<file path="src/hdl/wscfd_pkg.sv">
// ----------------------------------------------------------------------------
// WebSocket frame decoder package
// Shared result type, result kinds and protocol constants.
// ----------------------------------------------------------------------------
`default_nettype none

package wscfd_pkg;

  typedef enum logic [1:0] {
    KIND_PAYLOAD = 2'd0,
    KIND_EMPTY   = 2'd1,
    KIND_ERROR   = 2'd2
  } kind_e;

  typedef struct packed {
    kind_e       kind;
    logic [7:0]  payload_byte;
    logic [3:0]  frame_opcode;
    logic        last_of_frame;
  } result_t;

  localparam logic [3:0]  OP_BINARY = 4'h2;
  localparam logic [3:0]  OP_CLOSE  = 4'h8;
  localparam logic [3:0]  OP_PING   = 4'h9;
  localparam logic [3:0]  OP_PONG   = 4'hA;

  localparam logic [6:0]  LEN_SHORT_MAX = 7'd125;
  localparam logic [6:0]  LEN_CODE_16   = 7'd126;
  localparam logic [63:0] LEN16_MIN     = 64'd126;
  localparam logic [31:0] MAX_PAYLOAD_RESET = 32'd1048576;

endpackage

`default_nettype wire

</file>
<file path="src/hdl/wscfd_if.sv">
// ----------------------------------------------------------------------------
// WebSocket frame decoder stream interfaces
// Byte input channel and decoded result channel, valid/ready handshake.
// ----------------------------------------------------------------------------
`default_nettype none

interface wscfd_in_if;
  logic       valid;
  logic       ready;
  logic [7:0] data_byte;
  logic       restart;

  modport source (output valid, output data_byte, output restart, input ready);
  modport sink   (input valid, input data_byte, input restart, output ready);
endinterface

interface wscfd_out_if;
  logic       valid;
  logic       ready;
  logic [1:0] kind;
  logic [7:0] payload_byte;
  logic [3:0] frame_opcode;
  logic       last_of_frame;

  modport source (output valid, output kind, output payload_byte,
                  output frame_opcode, output last_of_frame, input ready);
  modport sink   (input valid, input kind, input payload_byte,
                  input frame_opcode, input last_of_frame, output ready);
endinterface

`default_nettype wire

</file>
<file path="src/hdl/wscfd_parser.sv">
// ----------------------------------------------------------------------------
// WebSocket frame parser
// Per-byte header, length and mask parsing with payload unmasking.
// ----------------------------------------------------------------------------
`default_nettype none

module wscfd_parser (
  input  wire logic              clk_i,
  input  wire logic              rst_ni,
  input  wire logic              accept_i,
  input  wire logic [7:0]        data_byte_i,
  input  wire logic              restart_i,
  input  wire logic [31:0]       max_payload_i,
  output logic                   res_valid_o,
  output wscfd_pkg::result_t     res_o
);

  localparam logic [2:0] PH_HDR0    = 3'd0;
  localparam logic [2:0] PH_HDR1    = 3'd1;
  localparam logic [2:0] PH_EXTLEN  = 3'd2;
  localparam logic [2:0] PH_MASK    = 3'd3;
  localparam logic [2:0] PH_PAYLOAD = 3'd4;

  logic [2:0]  phase_q, phase_d;
  logic [7:0]  first_q, first_d;
  logic [63:0] acc_q, acc_d;
  logic [2:0]  cnt_q, cnt_d;
  logic [6:0]  code_q, code_d;
  logic [31:0] key_q, key_d;
  logic [31:0] rem_q, rem_d;
  logic [1:0]  idx_q, idx_d;
  logic        err_q, err_d;

  logic [3:0]  op;
  logic [6:0]  len7;
  logic        hdr_bad;
  logic [63:0] acc_next;
  logic [2:0]  cnt_next;
  logic [2:0]  need;
  logic        len_bad;
  logic        over_max;
  logic [7:0]  key_byte;
  logic        clear_all;

  assign op       = first_q[3:0];
  assign len7     = data_byte_i[6:0];
  assign acc_next = {acc_q[55:0], data_byte_i};
  assign cnt_next = cnt_q + 3'd1;
  // eight length bytes wrap the count back to zero
  assign need     = (code_q == wscfd_pkg::LEN_CODE_16) ? 3'd2 : 3'd0;
  assign len_bad  = (code_q == wscfd_pkg::LEN_CODE_16) ? (acc_next < wscfd_pkg::LEN16_MIN)
                                                       : (acc_next[63:16] == 48'd0);
  assign over_max = (acc_next[63:32] != 32'd0) || (acc_next[31:0] > max_payload_i);

  always_comb begin
    hdr_bad = !first_q[7] || (first_q[6:4] != 3'd0) || !data_byte_i[7] ||
              !((op == wscfd_pkg::OP_BINARY) || (op == wscfd_pkg::OP_CLOSE) ||
                (op == wscfd_pkg::OP_PING) || (op == wscfd_pkg::OP_PONG)) ||
              (op[3] && (len7 > wscfd_pkg::LEN_SHORT_MAX));
  end

  always_comb begin
    case (idx_q)
      2'd0:    key_byte = key_q[31:24];
      2'd1:    key_byte = key_q[23:16];
      2'd2:    key_byte = key_q[15:8];
      default: key_byte = key_q[7:0];
    endcase
  end

  always_comb begin
    phase_d   = phase_q;
    first_d   = first_q;
    acc_d     = acc_q;
    cnt_d     = cnt_q;
    code_d    = code_q;
    key_d     = key_q;
    rem_d     = rem_q;
    idx_d     = idx_q;
    err_d     = err_q;
    clear_all = 1'b0;
    res_valid_o = 1'b0;
    res_o = '{kind: wscfd_pkg::KIND_PAYLOAD, payload_byte: 8'd0,
              frame_opcode: 4'd0, last_of_frame: 1'b0};

    if (accept_i) begin
      if (restart_i) begin
        clear_all = 1'b0 | 1'b1;
      end else if (!err_q) begin
        case (phase_q)
          PH_HDR0: begin
            first_d = data_byte_i;
            phase_d = PH_HDR1;
          end
          PH_HDR1: begin
            if (hdr_bad) begin
              err_d = 1'b1;
              res_valid_o = 1'b1;
              res_o.kind = wscfd_pkg::KIND_ERROR;
            end else begin
              code_d = len7;
              acc_d  = 64'd0;
              cnt_d  = 3'd0;
              if (len7 <= wscfd_pkg::LEN_SHORT_MAX) begin
                if ({25'd0, len7} > max_payload_i) begin
                  err_d = 1'b1;
                  res_valid_o = 1'b1;
                  res_o.kind = wscfd_pkg::KIND_ERROR;
                end else begin
                  rem_d   = {25'd0, len7};
                  key_d   = 32'd0;
                  phase_d = PH_MASK;
                end
              end else begin
                phase_d = PH_EXTLEN;
              end
            end
          end
          PH_EXTLEN: begin
            acc_d = acc_next;
            cnt_d = cnt_next;
            if (cnt_next == need) begin
              if (len_bad || over_max) begin
                err_d = 1'b1;
                res_valid_o = 1'b1;
                res_o.kind = wscfd_pkg::KIND_ERROR;
              end else begin
                rem_d   = acc_next[31:0];
                cnt_d   = 3'd0;
                key_d   = 32'd0;
                phase_d = PH_MASK;
              end
            end
          end
          PH_MASK: begin
            key_d = {key_q[23:0], data_byte_i};
            cnt_d = cnt_next;
            if (cnt_next == 3'd4) begin
              cnt_d = 3'd0;
              idx_d = 2'd0;
              if (rem_q == 32'd0) begin
                phase_d = PH_HDR0;
                res_valid_o = 1'b1;
                res_o.kind = wscfd_pkg::KIND_EMPTY;
                res_o.frame_opcode = op;
                res_o.last_of_frame = 1'b1;
              end else begin
                phase_d = PH_PAYLOAD;
              end
            end
          end
          PH_PAYLOAD: begin
            idx_d = idx_q + 2'd1;
            rem_d = rem_q - 32'd1;
            if (rem_q == 32'd1) begin
              phase_d = PH_HDR0;
            end
            res_valid_o = 1'b1;
            res_o.kind = wscfd_pkg::KIND_PAYLOAD;
            res_o.payload_byte = data_byte_i ^ key_byte;
            res_o.frame_opcode = op;
            res_o.last_of_frame = (rem_q == 32'd1);
          end
          default: begin
            clear_all = 1'b1;
          end
        endcase
      end
    end

    if (clear_all) begin
      phase_d = PH_HDR0;
      first_d = 8'd0;
      acc_d   = 64'd0;
      cnt_d   = 3'd0;
      code_d  = 7'd0;
      key_d   = 32'd0;
      rem_d   = 32'd0;
      idx_d   = 2'd0;
      err_d   = 1'b0;
    end
  end

  always_ff @(posedge clk_i or negedge rst_ni) begin
    if (!rst_ni) begin
      phase_q <= PH_HDR0;
      first_q <= 8'd0;
      acc_q   <= 64'd0;
      cnt_q   <= 3'd0;
      code_q  <= 7'd0;
      key_q   <= 32'd0;
      rem_q   <= 32'd0;
      idx_q   <= 2'd0;
      err_q   <= 1'b0;
    end else begin
      phase_q <= phase_d;
      first_q <= first_d;
      acc_q   <= acc_d;
      cnt_q   <= cnt_d;
      code_q  <= code_d;
      key_q   <= key_d;
      rem_q   <= rem_d;
      idx_q   <= idx_d;
      err_q   <= err_d;
    end
  end

endmodule

`default_nettype wire

</file>
<file path="src/hdl/websocket_client_frame_decoder.sv">
// Each result is registered in the output register, or in the skid register while
// the output is held. Throughput: one byte per cycle while the skid is empty; the
// parser updates all frame state in a single pass. A two-entry output stage (main
// register plus skid) keeps input ready independent of the result channel's ready.
// Reset: max payload 1048576, parser waits for a first header byte, no error latched.
// ----------------------------------------------------------------------------
// WebSocket client frame decoder
// Top level: config register, frame parser and skid-buffered result stage.
// ----------------------------------------------------------------------------
`default_nettype none

module websocket_client_frame_decoder (
  input  wire logic    clk_i,
  input  wire logic    rst_ni,
  input  wire logic    cfg_we_i,
  input  wire logic [31:0] cfg_wdata_i,
  wscfd_in_if.sink     in_i,
  wscfd_out_if.source  out_o
);

  logic [31:0]        max_q;
  logic               accept;
  logic               res_valid;
  wscfd_pkg::result_t res;

  logic               ov_q, ov_d;
  logic               sv_q, sv_d;
  wscfd_pkg::result_t out_q, out_d;
  wscfd_pkg::result_t skid_q, skid_d;

  assign in_i.ready = !sv_q;
  assign accept     = in_i.valid && !sv_q;

  always_ff @(posedge clk_i or negedge rst_ni) begin
    if (!rst_ni) begin
      max_q <= wscfd_pkg::MAX_PAYLOAD_RESET;
    end else if (cfg_we_i) begin
      max_q <= cfg_wdata_i;
    end
  end

  wscfd_parser u_parser (
    .clk_i         (clk_i),
    .rst_ni        (rst_ni),
    .accept_i      (accept),
    .data_byte_i   (in_i.data_byte),
    .restart_i     (in_i.restart),
    .max_payload_i (max_q),
    .res_valid_o   (res_valid),
    .res_o         (res)
  );

  always_comb begin
    ov_d   = ov_q;
    sv_d   = sv_q;
    out_d  = out_q;
    skid_d = skid_q;
    if (!ov_q || out_o.ready) begin
      // advance: drain skid first, then take the fresh word
      if (sv_q) begin
        out_d = skid_q;
        ov_d  = 1'b1;
        sv_d  = 1'b0;
      end else if (res_valid) begin
        out_d = res;
        ov_d  = 1'b1;
      end else begin
        ov_d  = 1'b0;
      end
    end else if (res_valid) begin
      // hold: park the new word in the skid register
      skid_d = res;
      sv_d   = 1'b1;
    end
  end

  always_ff @(posedge clk_i or negedge rst_ni) begin
    if (!rst_ni) begin
      ov_q <= 1'b0;
      sv_q <= 1'b0;
    end else begin
      ov_q <= ov_d;
      sv_q <= sv_d;
    end
  end

  always_ff @(posedge clk_i) begin
    out_q  <= out_d;
    skid_q <= skid_d;
  end

  assign out_o.valid         = ov_q;
  assign out_o.kind          = out_q.kind;
  assign out_o.payload_byte  = out_q.payload_byte;
  assign out_o.frame_opcode  = out_q.frame_opcode;
  assign out_o.last_of_frame = out_q.last_of_frame;

endmodule

`default_nettype wire

</file>
<file path="src/flat_wrapper.sv">
// flat-port wrapper written by rule: the top's interface ports become plain ports
module websocket_client_frame_decoder_flat 
  (clk_i, rst_ni, cfg_we_i, cfg_wdata_i, in_i_valid, in_i_data_byte, in_i_restart, in_i_ready, out_o_valid, out_o_kind, out_o_payload_byte, out_o_frame_opcode, out_o_last_of_frame, out_o_ready);
  wscfd_in_if in_i_i ();
  wscfd_out_if out_o_i ();
  input  wire logic clk_i;
  input  wire logic rst_ni;
  input  wire logic cfg_we_i;
  input  wire logic [31:0] cfg_wdata_i;
  input wire logic [$bits(in_i_i.valid)-1:0] in_i_valid;
  input wire logic [$bits(in_i_i.data_byte)-1:0] in_i_data_byte;
  input wire logic [$bits(in_i_i.restart)-1:0] in_i_restart;
  output wire logic [$bits(in_i_i.ready)-1:0] in_i_ready;
  output wire logic [$bits(out_o_i.valid)-1:0] out_o_valid;
  output wire logic [$bits(out_o_i.kind)-1:0] out_o_kind;
  output wire logic [$bits(out_o_i.payload_byte)-1:0] out_o_payload_byte;
  output wire logic [$bits(out_o_i.frame_opcode)-1:0] out_o_frame_opcode;
  output wire logic [$bits(out_o_i.last_of_frame)-1:0] out_o_last_of_frame;
  input wire logic [$bits(out_o_i.ready)-1:0] out_o_ready;
  assign in_i_i.valid = in_i_valid;
  assign in_i_i.data_byte = in_i_data_byte;
  assign in_i_i.restart = in_i_restart;
  assign in_i_ready = in_i_i.ready;
  assign out_o_valid = out_o_i.valid;
  assign out_o_kind = out_o_i.kind;
  assign out_o_payload_byte = out_o_i.payload_byte;
  assign out_o_frame_opcode = out_o_i.frame_opcode;
  assign out_o_last_of_frame = out_o_i.last_of_frame;
  assign out_o_i.ready = out_o_ready;
  websocket_client_frame_decoder u_core (.clk_i(clk_i), .rst_ni(rst_ni), .cfg_we_i(cfg_we_i), .cfg_wdata_i(cfg_wdata_i), .in_i(in_i_i), .out_o(out_o_i));
endmodule
</file>
<file path="config.mk">
export PLATFORM = sky130hd
export DESIGN_NAME = websocket_client_frame_decoder_flat
export DESIGN_NICKNAME = d
export VERILOG_FILES = /design/src/hdl/wscfd_pkg.sv /design/src/hdl/wscfd_if.sv /design/src/hdl/wscfd_parser.sv /design/src/hdl/websocket_client_frame_decoder.sv /design/src/flat_wrapper.sv
export SDC_FILE = /design/constraint.sdc
export NUM_CORES = 1
export LEC_CHECK = 0
export BUFFER_PORTS_ARGS = -buffer_cell sky130_fd_sc_hd__buf_2
export CORE_MARGIN = 4
export CORE_UTILIZATION = 31
export CTS_CLUSTER_SIZE = 8
export DETAILED_ROUTE_END_ITERATION = 10
export PLACE_DENSITY = 0.49
export SKIP_LAST_GASP = 1
export SLEW_MARGIN = 5
export SYNTH_ARGS = -nofsm -noshare
export SYNTH_HDL_FRONTEND = slang
export SYNTH_SLANG_ARGS = --single-unit
</file>
<file path="constraint.sdc">
create_clock -name clk_i -period 8.9 [get_ports clk_i]
set_input_delay 0.89 -clock clk_i [delete_from_list [all_inputs] [get_ports clk_i]]
set_output_delay 0.89 -clock clk_i [all_outputs]
set_load 0.01 [all_outputs]
</file>
==> flow_summary_export.csv <==
group,metric,value,unit
run_status,outcome,"finished, final reports clean",
timing,worst_clock_skew,30.05,ps
timing,period_needed,4047,ps
timing,setup_ws,4853,ps
synth,synth-async-reset-ratio,85.58,%
drt,avgViaCountPerCell,5.341,
min_path,hold_path.class,"input port to asynchronous set/reset pin",
power_and_ir_drop,ir_drop,0.1453,mV
worst_setup_path,cp_max_fo,12,
synth,synth.area.mux_share,0.3103,%
cells_and_area,diodes,0,
grt,met3_usage,2.588,%
synth,synth_warnings,0,
worst_setup_path,max_stage_delay,720,ps
synth,avgSynthCellArea,9.532,um2
cells_and_area,design_area,12400,um2
synth,synth_compound_area_share,21.68,%
worst_setup_path,arrival,4540,ps
job,maxCapViolations,0,
timing,max-slew-margin-rel,24.28,%
timing,setup_viol,0,
timing,hold_violations,0,
drt,drc,0,
drt,wirelength,30680,um
cells_and_area,n_fill_cell,3541,
grt,met2_usage,24.12,%
cells_and_area,layout-drive-gt1-share,11.22,%
grt,first_global_vias,8489,
worst_setup_path,critPathMostFrequentCell,"a21o_1",
grt,grt_max_degree,113,
cells_and_area,final_common_cell,"dfrtp_1",
synth,synth_edf_count,30,
cells_and_area,area_growth,13.87,%
timing,drv_slew,0,
grt,antenna_found_initial,0,
floorplan,chipHeight,195.4,um
clock_network,htreeDepth,1,
floorplan,initial_core_util,31.44,%
floorplan,core_area,34630,um2
clock_network,clock_latency,570,ps
timing,tns,0,ps
cells_and_area,layout_common_cells,"dfrtp_1, o21ai_0, inv_1, nand2_1, nand3_1",
timing,rsz0062_at_grt,"no",
clock_network,clkTransAtPathRegs,50,ps
clock_network,cts_sinks,208,
worst_setup_path,crit_cells,9,
grt,grt_pass1_wl,49540,um
clock_network,ctsResizeCount,0,
synth,synthCells,1142,
worst_setup_path,regToRegSetupSlack,4850,ps
placed_design,place_ws,4349,ps
floorplan,die_w,195.4,um
synth,synth_top_family_by_area,"compound AO/OA/AOI/OAI gates",
drt,wl_per_cell,18.61,um
timing,timing.final.crit_share,45.47,%
synth,syn-cell-area,10890,um2
clock_network,cts_hold_buf,0,
clock_network,root_buffer,"clkbuf_16",
power_and_ir_drop,pwr_density_cell,255.4,nW/um2
floorplan,io-pin-count,63,
grt,grt_usage,15.79,%
synth,synth_xor_area_share,1.046,%
worst_setup_path,cp_top_family,"compound AO/OA/AOI/OAI gates",
worst_setup_path,start_kind,"register",
synth,yosys.area_share.simple,15.60,%
grt,gr-total-overflow,0,
drt,num_vias,8807,
worst_setup_path,slowest_stage,"or4_1",
timing,holdWs,281.8,ps
grt,grt_busiest_layer,"met2",
worst_setup_path,required,9390,ps
clock_network,clockBufferDepth,3,
floorplan,fp-row-count,68,
cells_and_area,fin_util,35.80,%
clock_network,cts_tree,"built",
grt,met1_usage,23.55,%
drt,first_pass_iters,5,
worst_setup_path,crit_chain,"ha_1 -> a21o_1 -> a21o_1 -> a2111oi_0 -> a31oi_1 -> or4_1 -> a21oi_2 -> buf_4 -> o32a_1",
clock_network,cts_made_buffers,30,
placed_design,placed_cell_area,11520,um2
clock_network,cts_setup_buffers,0,
worst_setup_path,rr_endpoint,"u_core.u_parser.rem_q[18]",
floorplan,die-area,38180,um2
worst_setup_path,crit_buf_inv,1,
synth,ys_ff_latch,208,
worst_setup_path,critical_path_class,"register to register",
power_and_ir_drop,leakage,0.005361,uW
worst_setup_path,r2r-start,"u_core.u_parser.acc_q[5]",
timing,timing.fmax,247.1,MHz
drt,drt.antenna.violating_nets,0,
synth,synthAdderAreaFrac,4.598,%
drt,drtIter0Drc,624,
synth,synth_flop_cell,"dfrtp_1",
synth,ys_seq_area_share,49.21,%
synth,yosysUniqueCellTypes,73,
worst_setup_path,r2r_cells,9,
timing,tightest_slew,1134,ps
cells_and_area,finalNetCount,1263,
placed_design,hpwl,20890,um
placed_design,portBuffers,62,
placed_design,gp_congestion,0.8030,
synth,syn-num-nets,1228,
worst_setup_path,worst_setup_path_end_kind,"register",
## area by class of cell
| cell class | instances | area, um2 | area share, % |
|---|---|---|---|
| well taps | 455 | 569.3 | 4.593 |
| flip-flops and latches | 208 | 5356 | 43.21 |
| inverters | 122 | 457.9 | 3.694 |
| multi-input cells | 741 | 4731 | 38.17 |
| clock buffers | 47 | 814.5 | 6.571 |
| clock inverters | 2 | 60.06 | 0.4845 |
| repair buffers | 74 | 406.6 | 3.281 |
## kinds of logic (layout without fill, tap and decap cells)
logic type	count (synthesis)	count (layout)
and+or+nand+nor	335	335
xor gates and xnor gates	13	13
muxes	3	3
DFF	208	208
buffers and inverters	193	245
AOI/OAI and AO/OA	350	350
adders and majority gates	40	40
## power by group
| part | switching, uW | total (uW) | internal (uW) |
|---|---|---|---|
| Combinational | 574 | 844 | 270 |
| Clock | 430 | 1080 | 648 |
| Sequential | 144 | 1240 | 1100 |
| Total | 1150 | 3170 | 2020 |
## registers in the layout, summed over array words and instances, names as in the netlist, 2 cells and up
| signal | flops |
|---|---|
| u_core.u_parser.phase_q | 3 |
| u_core.u_parser.code_q | 7 |
| u_core.max_q | 32 |
| u_core.u_parser.key_q | 32 |
| u_core.skid_q | 15 |
| u_core.u_parser.idx_q | 2 |
| u_core.out_o.kind | 2 |
| u_core.u_parser.rem_q | 32 |
| u_core.out_o.frame_opcode | 4 |
| u_core.out_o.payload_byte | 8 |
| u_core.u_parser.first_q | 8 |
| u_core.u_parser.cnt_q | 3 |
| u_core.u_parser.acc_q | 56 |
## cell usage after synthesis (8+ instances only)
master	number	area [um2]
nand2_1	90	337.8
xnor2_1	12	105.1
dfrtp_1	177	4429
a21o_1	21	157.7
nand4_1	16	100.1
o211ai_1	37	277.8
a22o_1	36	315.3
nor3_1	26	130.1
and3_1	8	50.05
a21oi_1	27	135.1
edfxtp_1	30	900.9
nor4_1	25	156.4
nor2_1	43	161.4
a222oi_1	8	80.08
or3_1	8	50.05
buf_2	8	40.04
o21ai_0	132	660.6
ha_1	40	500.5
a211oi_1	11	82.58
nand3_1	77	385.4
inv_1	122	457.9
or4_1	8	60.06
a211o_1	8	70.07
clkbuf_1	46	172.7
## per-layer routing
layer	vias to the layer above	share of wire, %
met5	-	0
met4	0	1.9
met3	38	5.4
met2	226	45
met1	4300	48
li1	4243	-
## per-stage QoR
stage | instances | power (uW)
after floorplan | 1142 | 1835
after global placement | 1600 | 2096
after detailed placement | 1600 | 2107
after CTS | 1649 | 3203
after global routing | 1649 | 3367
final | 1649 | 3166
## how the worst max path moves through the flow
stage,startpoint,to
detailed placement,in_i_data_byte[6],u_core.skid_q[10]
finish,u_core.u_parser.acc_q[5],u_core.u_parser.rem_q[18]
global placement,in_i_data_byte[6],u_core.skid_q[11]
global route,u_core.u_parser.acc_q[6],u_core.skid_q[0]
CTS,u_core.u_parser.acc_q[5],u_core.u_parser.rem_q[21]
floorplan,in_i_data_byte[6],u_core.skid_q[0]
Power figures use the tool's default switching activity.
